## src/rtl/core/sstf_pkg.sv

```systemverilog
// Shared constants and types for the shortest-seek-time-first scheduler.
`timescale 1ns / 1ps

package sstf_pkg;

    localparam int DEF_QUEUE_DEPTH = 32;
    localparam int DEF_SECTOR_BITS = 48;
    localparam int DEF_TAG_BITS    = 8;

    localparam logic [1:0] STATUS_ADDED      = 2'd0;
    localparam logic [1:0] STATUS_DISPATCHED = 2'd1;
    localparam logic [1:0] STATUS_EMPTY      = 2'd2;
    localparam logic [1:0] STATUS_FULL       = 2'd3;

    localparam logic OP_ADD      = 1'b0;
    localparam logic OP_DISPATCH = 1'b1;

    typedef enum logic [1:0] {
        SEQ_IDLE,
        SEQ_SCAN,
        SEQ_SHIFT
    } seq_state_t;

endpackage

```

## src/rtl/core/sstf_ram.sv

```systemverilog
// Generic single-write, single-read RAM with registered read data.
`timescale 1ns / 1ps

module sstf_ram #(
    parameter int WIDTH = 8,
    parameter int DEPTH = 32,
    localparam int ADDR_BITS = (DEPTH > 1) ? $clog2(DEPTH) : 1
) (
    input  logic                 clk,
    input  logic                 we,
    input  logic [ADDR_BITS-1:0] waddr,
    input  logic [WIDTH-1:0]     wdata,
    input  logic [ADDR_BITS-1:0] raddr,
    output logic [WIDTH-1:0]     rdata
);

    logic [WIDTH-1:0] mem [DEPTH];
    logic [WIDTH-1:0] rdata_reg;

    always_ff @(posedge clk)
    begin
        if (we)
        begin
            mem[waddr] <= wdata;
        end
        rdata_reg <= mem[raddr];
    end

    assign rdata = rdata_reg;

endmodule

```

## src/rtl/core/sstf_request_scheduler.sv

```systemverilog
// Shortest-seek-time-first request queue with a sequenced scan-and-compact unit.
// Add, refused add and empty dispatch: result strobed on done in the cycle after start.
// Dispatch of n queued requests: the RAM port scans all n, then moves the entries behind
//   the chosen slot k down one (none for the tail); done is strobed when the moves end.
// done is a single-cycle strobe; results cannot be stalled by the receiver.
// Reset clears the request count and head position; queue RAM contents are left as is.
`timescale 1ns / 1ps

module sstf_request_scheduler #(
    parameter int QUEUE_DEPTH = sstf_pkg::DEF_QUEUE_DEPTH,
    parameter int SECTOR_BITS = sstf_pkg::DEF_SECTOR_BITS,
    parameter int TAG_BITS    = sstf_pkg::DEF_TAG_BITS,
    localparam int CNT_BITS   = $clog2(QUEUE_DEPTH + 1)
) (
    input  logic                   clk,
    input  logic                   rst_n,
    input  logic                   start,
    output logic                   busy,
    input  logic                   op,
    input  logic [SECTOR_BITS-1:0] request_sector,
    input  logic [TAG_BITS-1:0]    request_tag,
    output logic                   done,
    output logic [1:0]             status,
    output logic [SECTOR_BITS-1:0] chosen_sector,
    output logic [TAG_BITS-1:0]    chosen_tag,
    output logic [SECTOR_BITS-1:0] seek_distance,
    output logic [CNT_BITS-1:0]    pending_count
);

    localparam int ADDR_BITS = (QUEUE_DEPTH > 1) ? $clog2(QUEUE_DEPTH) : 1;
    localparam int DATA_BITS = SECTOR_BITS + TAG_BITS;

    sstf_pkg::seq_state_t state_reg, state_next;

    logic [CNT_BITS-1:0]    occ_reg, occ_next;
    logic [SECTOR_BITS-1:0] head_reg, head_next;
    logic [CNT_BITS-1:0]    iss_reg, iss_next;
    logic                   v1_reg, v1_next;
    logic                   v2_reg, v2_next;
    logic                   best_valid_reg, best_valid_next;
    logic                   done_reg, done_next;

    logic [ADDR_BITS-1:0]   idx1_reg, idx1_next;
    logic [ADDR_BITS-1:0]   idx2_reg, idx2_next;
    logic [SECTOR_BITS-1:0] dist_reg, dist_next;
    logic [DATA_BITS-1:0]   data2_reg, data2_next;
    logic [ADDR_BITS-1:0]   best_idx_reg, best_idx_next;
    logic [SECTOR_BITS-1:0] best_dist_reg, best_dist_next;
    logic [DATA_BITS-1:0]   best_data_reg, best_data_next;

    logic [1:0]             status_reg, status_next;
    logic [SECTOR_BITS-1:0] sector_reg, sector_next;
    logic [TAG_BITS-1:0]    tag_reg, tag_next;
    logic [SECTOR_BITS-1:0] seek_reg, seek_next;
    logic [CNT_BITS-1:0]    pend_reg, pend_next;

    logic                   ram_we;
    logic [ADDR_BITS-1:0]   ram_waddr;
    logic [DATA_BITS-1:0]   ram_wdata;
    logic [ADDR_BITS-1:0]   ram_raddr;
    logic [DATA_BITS-1:0]   ram_rdata;

    logic [SECTOR_BITS:0]   diff;
    logic [SECTOR_BITS-1:0] gap;

    sstf_ram #(
        .WIDTH (DATA_BITS),
        .DEPTH (QUEUE_DEPTH)
    ) u_slots (
        .clk   (clk),
        .we    (ram_we),
        .waddr (ram_waddr),
        .wdata (ram_wdata),
        .raddr (ram_raddr),
        .rdata (ram_rdata)
    );

    // shared distance unit: |head - sector|
    assign diff = {1'b0, head_reg} - {1'b0, ram_rdata[DATA_BITS-1:TAG_BITS]};
    assign gap  = diff[SECTOR_BITS] ? (~diff[SECTOR_BITS-1:0] + 1'b1)
                                    : diff[SECTOR_BITS-1:0];

    always_comb
    begin
        state_next      = state_reg;
        occ_next        = occ_reg;
        head_next       = head_reg;
        iss_next        = iss_reg;
        v1_next         = v1_reg;
        v2_next         = v2_reg;
        best_valid_next = best_valid_reg;
        done_next       = 1'b0;
        idx1_next       = idx1_reg;
        idx2_next       = idx2_reg;
        dist_next       = dist_reg;
        data2_next      = data2_reg;
        best_idx_next   = best_idx_reg;
        best_dist_next  = best_dist_reg;
        best_data_next  = best_data_reg;
        status_next     = status_reg;
        sector_next     = sector_reg;
        tag_next        = tag_reg;
        seek_next       = seek_reg;
        pend_next       = pend_reg;
        ram_we          = 1'b0;
        ram_waddr       = '0;
        ram_wdata       = '0;
        ram_raddr       = '0;

        case (state_reg)
            sstf_pkg::SEQ_IDLE:
            begin
                if (start)
                begin
                    sector_next = '0;
                    tag_next    = '0;
                    seek_next   = '0;
                    if (op == sstf_pkg::OP_ADD)
                    begin
                        done_next = 1'b1;
                        if (occ_reg < CNT_BITS'(QUEUE_DEPTH))
                        begin
                            ram_we      = 1'b1;
                            ram_waddr   = occ_reg[ADDR_BITS-1:0];
                            ram_wdata   = {request_sector, request_tag};
                            occ_next    = occ_reg + 1'b1;
                            status_next = sstf_pkg::STATUS_ADDED;
                            pend_next   = occ_reg + 1'b1;
                        end
                        else
                        begin
                            status_next = sstf_pkg::STATUS_FULL;
                            pend_next   = occ_reg;
                        end
                    end
                    else if (occ_reg == '0)
                    begin
                        done_next   = 1'b1;
                        status_next = sstf_pkg::STATUS_EMPTY;
                        pend_next   = '0;
                    end
                    else
                    begin
                        state_next      = sstf_pkg::SEQ_SCAN;
                        iss_next        = '0;
                        v1_next         = 1'b0;
                        v2_next         = 1'b0;
                        best_valid_next = 1'b0;
                    end
                end
            end

            sstf_pkg::SEQ_SCAN:
            begin
                if (iss_reg < occ_reg)
                begin
                    ram_raddr = iss_reg[ADDR_BITS-1:0];
                    iss_next  = iss_reg + 1'b1;
                    v1_next   = 1'b1;
                    idx1_next = iss_reg[ADDR_BITS-1:0];
                end
                else
                begin
                    v1_next = 1'b0;
                end

                v2_next = v1_reg;
                if (v1_reg)
                begin
                    dist_next  = gap;
                    data2_next = ram_rdata;
                    idx2_next  = idx1_reg;
                end

                // strict compare keeps the oldest on a tie
                if (v2_reg && (!best_valid_reg || (dist_reg < best_dist_reg)))
                begin
                    best_valid_next = 1'b1;
                    best_idx_next   = idx2_reg;
                    best_dist_next  = dist_reg;
                    best_data_next  = data2_reg;
                end

                if ((iss_reg == occ_reg) && !v1_reg && !v2_reg)
                begin
                    state_next = sstf_pkg::SEQ_SHIFT;
                    iss_next   = CNT_BITS'(best_idx_reg) + 1'b1;
                end
            end

            sstf_pkg::SEQ_SHIFT:
            begin
                if (iss_reg < occ_reg)
                begin
                    ram_raddr = iss_reg[ADDR_BITS-1:0];
                    iss_next  = iss_reg + 1'b1;
                    v1_next   = 1'b1;
                    idx1_next = iss_reg[ADDR_BITS-1:0];
                end
                else
                begin
                    v1_next = 1'b0;
                end

                if (v1_reg)
                begin
                    ram_we    = 1'b1;
                    ram_waddr = idx1_reg - 1'b1;
                    ram_wdata = ram_rdata;
                end

                if ((iss_reg == occ_reg) && !v1_reg)
                begin
                    state_next  = sstf_pkg::SEQ_IDLE;
                    done_next   = 1'b1;
                    status_next = sstf_pkg::STATUS_DISPATCHED;
                    sector_next = best_data_reg[DATA_BITS-1:TAG_BITS];
                    tag_next    = best_data_reg[TAG_BITS-1:0];
                    seek_next   = best_dist_reg;
                    occ_next    = occ_reg - 1'b1;
                    pend_next   = occ_reg - 1'b1;
                    head_next   = best_data_reg[DATA_BITS-1:TAG_BITS];
                end
            end

            default:
            begin
                state_next = sstf_pkg::SEQ_IDLE;
            end
        endcase
    end

    always_ff @(posedge clk or negedge rst_n)
    begin
        if (!rst_n)
        begin
            state_reg      <= sstf_pkg::SEQ_IDLE;
            occ_reg        <= '0;
            head_reg       <= '0;
            iss_reg        <= '0;
            v1_reg         <= 1'b0;
            v2_reg         <= 1'b0;
            best_valid_reg <= 1'b0;
            done_reg       <= 1'b0;
        end
        else
        begin
            state_reg      <= state_next;
            occ_reg        <= occ_next;
            head_reg       <= head_next;
            iss_reg        <= iss_next;
            v1_reg         <= v1_next;
            v2_reg         <= v2_next;
            best_valid_reg <= best_valid_next;
            done_reg       <= done_next;
        end
    end

    always_ff @(posedge clk)
    begin
        idx1_reg      <= idx1_next;
        idx2_reg      <= idx2_next;
        dist_reg      <= dist_next;
        data2_reg     <= data2_next;
        best_idx_reg  <= best_idx_next;
        best_dist_reg <= best_dist_next;
        best_data_reg <= best_data_next;
        status_reg    <= status_next;
        sector_reg    <= sector_next;
        tag_reg       <= tag_next;
        seek_reg      <= seek_next;
        pend_reg      <= pend_next;
    end

    assign busy          = (state_reg != sstf_pkg::SEQ_IDLE);
    assign done          = done_reg;
    assign status        = status_reg;
    assign chosen_sector = sector_reg;
    assign chosen_tag    = tag_reg;
    assign seek_distance = seek_reg;
    assign pending_count = pend_reg;

    a_done_not_busy: assert property (@(posedge clk) disable iff (!rst_n)
        done |-> !busy)
        else $error("result strobed while sequencer busy");

    a_occ_bound: assert property (@(posedge clk) disable iff (!rst_n)
        occ_reg <= CNT_BITS'(QUEUE_DEPTH))
        else $error("queue count beyond depth");

    a_dispatch_busy: assert property (@(posedge clk) disable iff (!rst_n)
        (start && !busy && (op == sstf_pkg::OP_DISPATCH) && (occ_reg != '0)) |=> busy)
        else $error("dispatch on non-empty queue did not start scan");

    a_shift_in_range: assert property (@(posedge clk) disable iff (!rst_n)
        (ram_we && (state_reg == sstf_pkg::SEQ_SHIFT)) |-> (CNT_BITS'(ram_waddr) < occ_reg))
        else $error("compaction write outside occupied slots");

    a_dispatch_count: assert property (@(posedge clk) disable iff (!rst_n)
        (done && (status == sstf_pkg::STATUS_DISPATCHED)) |-> (pending_count == occ_reg))
        else $error("pending count disagrees with queue count");

endmodule

```

## config.mk

```make
export PLATFORM = sky130hd
export DESIGN_NAME = sstf_request_scheduler
export DESIGN_NICKNAME = d
export VERILOG_FILES = /design/src/rtl/core/sstf_pkg.sv /design/src/rtl/core/sstf_ram.sv /design/src/rtl/core/sstf_request_scheduler.sv
export SDC_FILE = /design/constraint.sdc
export NUM_CORES = 2
export LEC_CHECK = 0
export BUFFER_PORTS_ARGS = -buffer_cell sky130_fd_sc_hd__buf_4
export CORE_MARGIN = 5
export CORE_UTILIZATION = 65
export CTS_CLUSTER_DIAMETER = 50
export DETAILED_ROUTE_END_ITERATION = 10
export PLACE_DENSITY = 0.83
export REMOVE_ABC_BUFFERS = 1
export SYNTH_ARGS = -nofsm -noshare
export SYNTH_HDL_FRONTEND = slang
export SYNTH_HIERARCHICAL = 1
export SYNTH_SLANG_ARGS = --single-unit
```

## constraint.sdc

```tcl
create_clock -name clk -period 13 [get_ports clk]
set_clock_uncertainty 0.1 [all_clocks]
set_input_delay 1.3 -clock clk [delete_from_list [all_inputs] [get_ports clk]]
set_output_delay 1.3 -clock clk [all_outputs]
set_load 0.02 [all_outputs]
```

==> flow_summary.ini <==
[clock_network]
clockRootBuffer = clkbuf_16
cts-resized-gates = 0
cts_made_buffers = 213
post-cts-setup-buffers = 0
cts.sinks = 2249
hold_buffers = 0
cts_tree = built
cts_buffer_depth = 3
cts.htree.levels = 4
clkTransAtPathRegs_ns = 0.06
worstSkewPairLatency_ns = 0.86

[layout]
area_growth_pct = 11.2
final_cell_mix = 2,127 x edfxtp_1, 905 x mux2i_1, 316 x nand2_1
stdcell_count = 8076
seq_area_sq_um = 66600
final_common_cell = edfxtp_1
num-fill-cells = 8280
top_register = u_slots/mem
nNetsFinal = 6169
largest_register_ffs = 1792
drive_gt1_share_pct = 12.7
multi_input_area_sq_um = 23200

[logic_synthesis]
ys_types = 103
yosys.area.top_type_share_pct = 69.5
netlist_area_sq_um = 91800
seq_area_frac_synth_pct = 72.6
syn-instance-count = 5776
synth_edf_count = 2127
syn_avg_cell_area_sq_um = 15.9
synthFlopType = edfxtp_1
synth.area.top_cells = edfxtp_1 70%, mux2i_1 9.9%, dfrtp_1 1.8%
synth.yosys.warnings = 6
synth_seq_cells = 2249
synth_top_area_cell = edfxtp_1
async_reset_ff_share_pct = 2.93

[floorplan]
dieWidth_microns = 386
die_area_sq_um = 149000
start_util_pct = 65.1
core_sq_um = 141000
rows = 138
die-height_microns = 386
ioPinCount = 174

[power_and_ir_drop]
p_leak_nw = 29.9
switching_share_pct = 19.3
p_int_mw = 11.3
seqPwrFrac_pct = 55.5
switchingPower_mw = 2.71
p_per_area_nw_per_um2 = 138
pwr-share-clk_pct = 44.3
combPwrFrac_pct = 0.2
ir_drop_mv = 0.131

[placement]
io_buffers = 173
dp.final_hpwl_microns = 139000
dp.cells = 7671
gp_congestion = 0.883

[critical_path]
path_class = flip-flop to flip-flop
cp.arrival_ns = 6.57
max_stage_delay_ns = 0.77
cp_common_cell = buf_4
crit_buf_inv = 5
crit_chain = inv_1, ha_1, a21o_1, a21o_1, a211oi_1, buf_4, ha_1, and2_4, buf_12, buf_4, buf_4, mux2i_1, a22o_1, nor3_1, a31oi_1, nand3_1
setup.worst_path.start_class = flip-flop
crit_fanout = 122
crit_family = buffers and inverters
crit_required_ns = 13.60
cp-end-kind = flip-flop
slowest_stage = buf_4

[grt]
grt_pass1_vias = 54200
antenna_found_initial = 10
grt_max_degree = 139
grt_overflow = 0
grt_use_total_pct = 34.0
grt_pass1_wl_microns = 364000

[routing]
drtPass1Iterations = 8
drt_iter0_markers = 8320
vias = 55100
postRouteAntennaNets = 0
avgViaCountPerCell = 6.82
drc = 0
wirelength_microns = 255000
post_drt_wl_per_cell_microns = 31.6

[sta]
final_min_period_over_clock_period_pct = 45.9
worst_pin_slew_ns = 1.38
rsz0062_at_grt = no
holdWs_ns = 0.315
fin_crit_ns = 5.97
finalSetupViolCount = 0
slew_viol_final = 0
fmax_mhz = 168
hold_violations = 0
tns_ns = 0
slew_headroom_pct = 7.31

[run]
maxCapViolations = 0

[min_path]
hp-class = flip-flop to flip-flop

[status]
status = complete, no violations
kinds of logic after synthesis:
group | count (synthesis) | synth area share, %
adders and majority gates | 113 | 1.55
and+or+nand+nor | 1009 | 5.36
xor gates and xnor gates | 79 | 0.753
muxes | 955 | 10.5
DFF | 2249 | 72.6
AOI/OAI and AO/OA | 931 | 6.72
buffers and inverters | 440 | 2.58
cell type report:
class	instances	share of cell area (%)
Tap cell	1890	2.32
Inverter	140	0.519
Clock inverter	100	1.03
Timing Repair Buffer	305	2.28
Antenna cell	2	0.00490
Sequential cell	2249	65.2
Multi-Input combinational cell	3087	22.7
Clock buffer	303	5.91
final timing paths:
path | endpoint | slack, ns | from | cells after the start
max in group asynchronous | head_reg[9] | 11.53 | rst_n | 1
setup / recovery | u_slots/rdata[16] | 7.03 | occ_reg[2] | 16
min in group asynchronous | done | 0.47 | rst_n | 1
setup reg to reg | u_slots/rdata[16] | 7.03 | occ_reg[2] | 16
hold reg to reg | best_idx_reg[4] | 0.32 | idx2_reg[4] | 0
hold / removal | best_idx_reg[4] | 0.32 | idx2_reg[4] | 0
worst register-to-register path, stage by stage, from the launching register on:
cell and delay [ns]:
dfrtp_1 0.62, inv_1 0.20, ha_1 0.24, a21o_1 0.17, a21o_1 0.17, a211oi_1 0.26, buf_4 0.22, ha_1 0.16
and2_4 0.35, buf_12 0.65, buf_4 0.89, buf_4 0.83, mux2i_1 0.37, a22o_1 0.19, nor3_1 0.06, a31oi_1 0.26
nand3_1 0.11
stage by stage:
| step | setup slack (ns) | utilization (%) | instance area [sq um] | total power, mW |
|---|---|---|---|---|
| after floorplan | -20.46 | - | 90000 | 7.96 |
| after global placement | 7.40 | 67.4 | 95100 | 7.98 |
| after detailed placement | 7.35 | 67.4 | 95100 | 7.98 |
| after CTS | 7.22 | 72.4 | 102000 | 14.1 |
| after global routing | 6.95 | 72.4 | 102000 | 14.4 |
| final | 7.03 | 72.4 | 102000 | 14.1 |
power groups by stage:
| stage | clock network [mW] | registers [mW] | logic, mW |
|---|---|---|---|
| final | 6.23 | 7.80 | 0.0250 |
| after global routing | 6.57 | 7.80 | 0.0265 |
| after CTS | 6.25 | 7.80 | 0.0255 |
| after detailed placement | 0 | 7.96 | 0.0253 |
| after global placement | 0 | 7.96 | 0.0253 |
| after floorplan | 0 | 7.96 | 0.00122 |
layer usage:
| metal | global-route usage (%) | wire [microns] | vias to the layer above |
|---|---|---|---|
| li1 | - | - | 22800 |
| met1 | 44.3 | 87700 | 27100 |
| met2 | 53.9 | 119000 | 4326 |
| met3 | 8.75 | 33100 | 833 |
| met4 | 16.8 | 14800 | 6 |
| met5 | 0 | 40 | - |
cell usage after synthesis (53+ instances only):
cell type     n
nor3_1       99
clkbuf_1    129
a31oi_1      81
dfrtp_1      66
ha_1        112
nand2_1     319
a22oi_1     170
buf_2        53
dfxtp_1      56
nand3_1     193
and2_1       75
a22o_1      121
edfxtp_1   2127
a21oi_1     280
nor2_1      158
inv_1       140
mux2i_1     905
o21ai_0     112
Note: power is estimated with default switching activity, not from simulation.
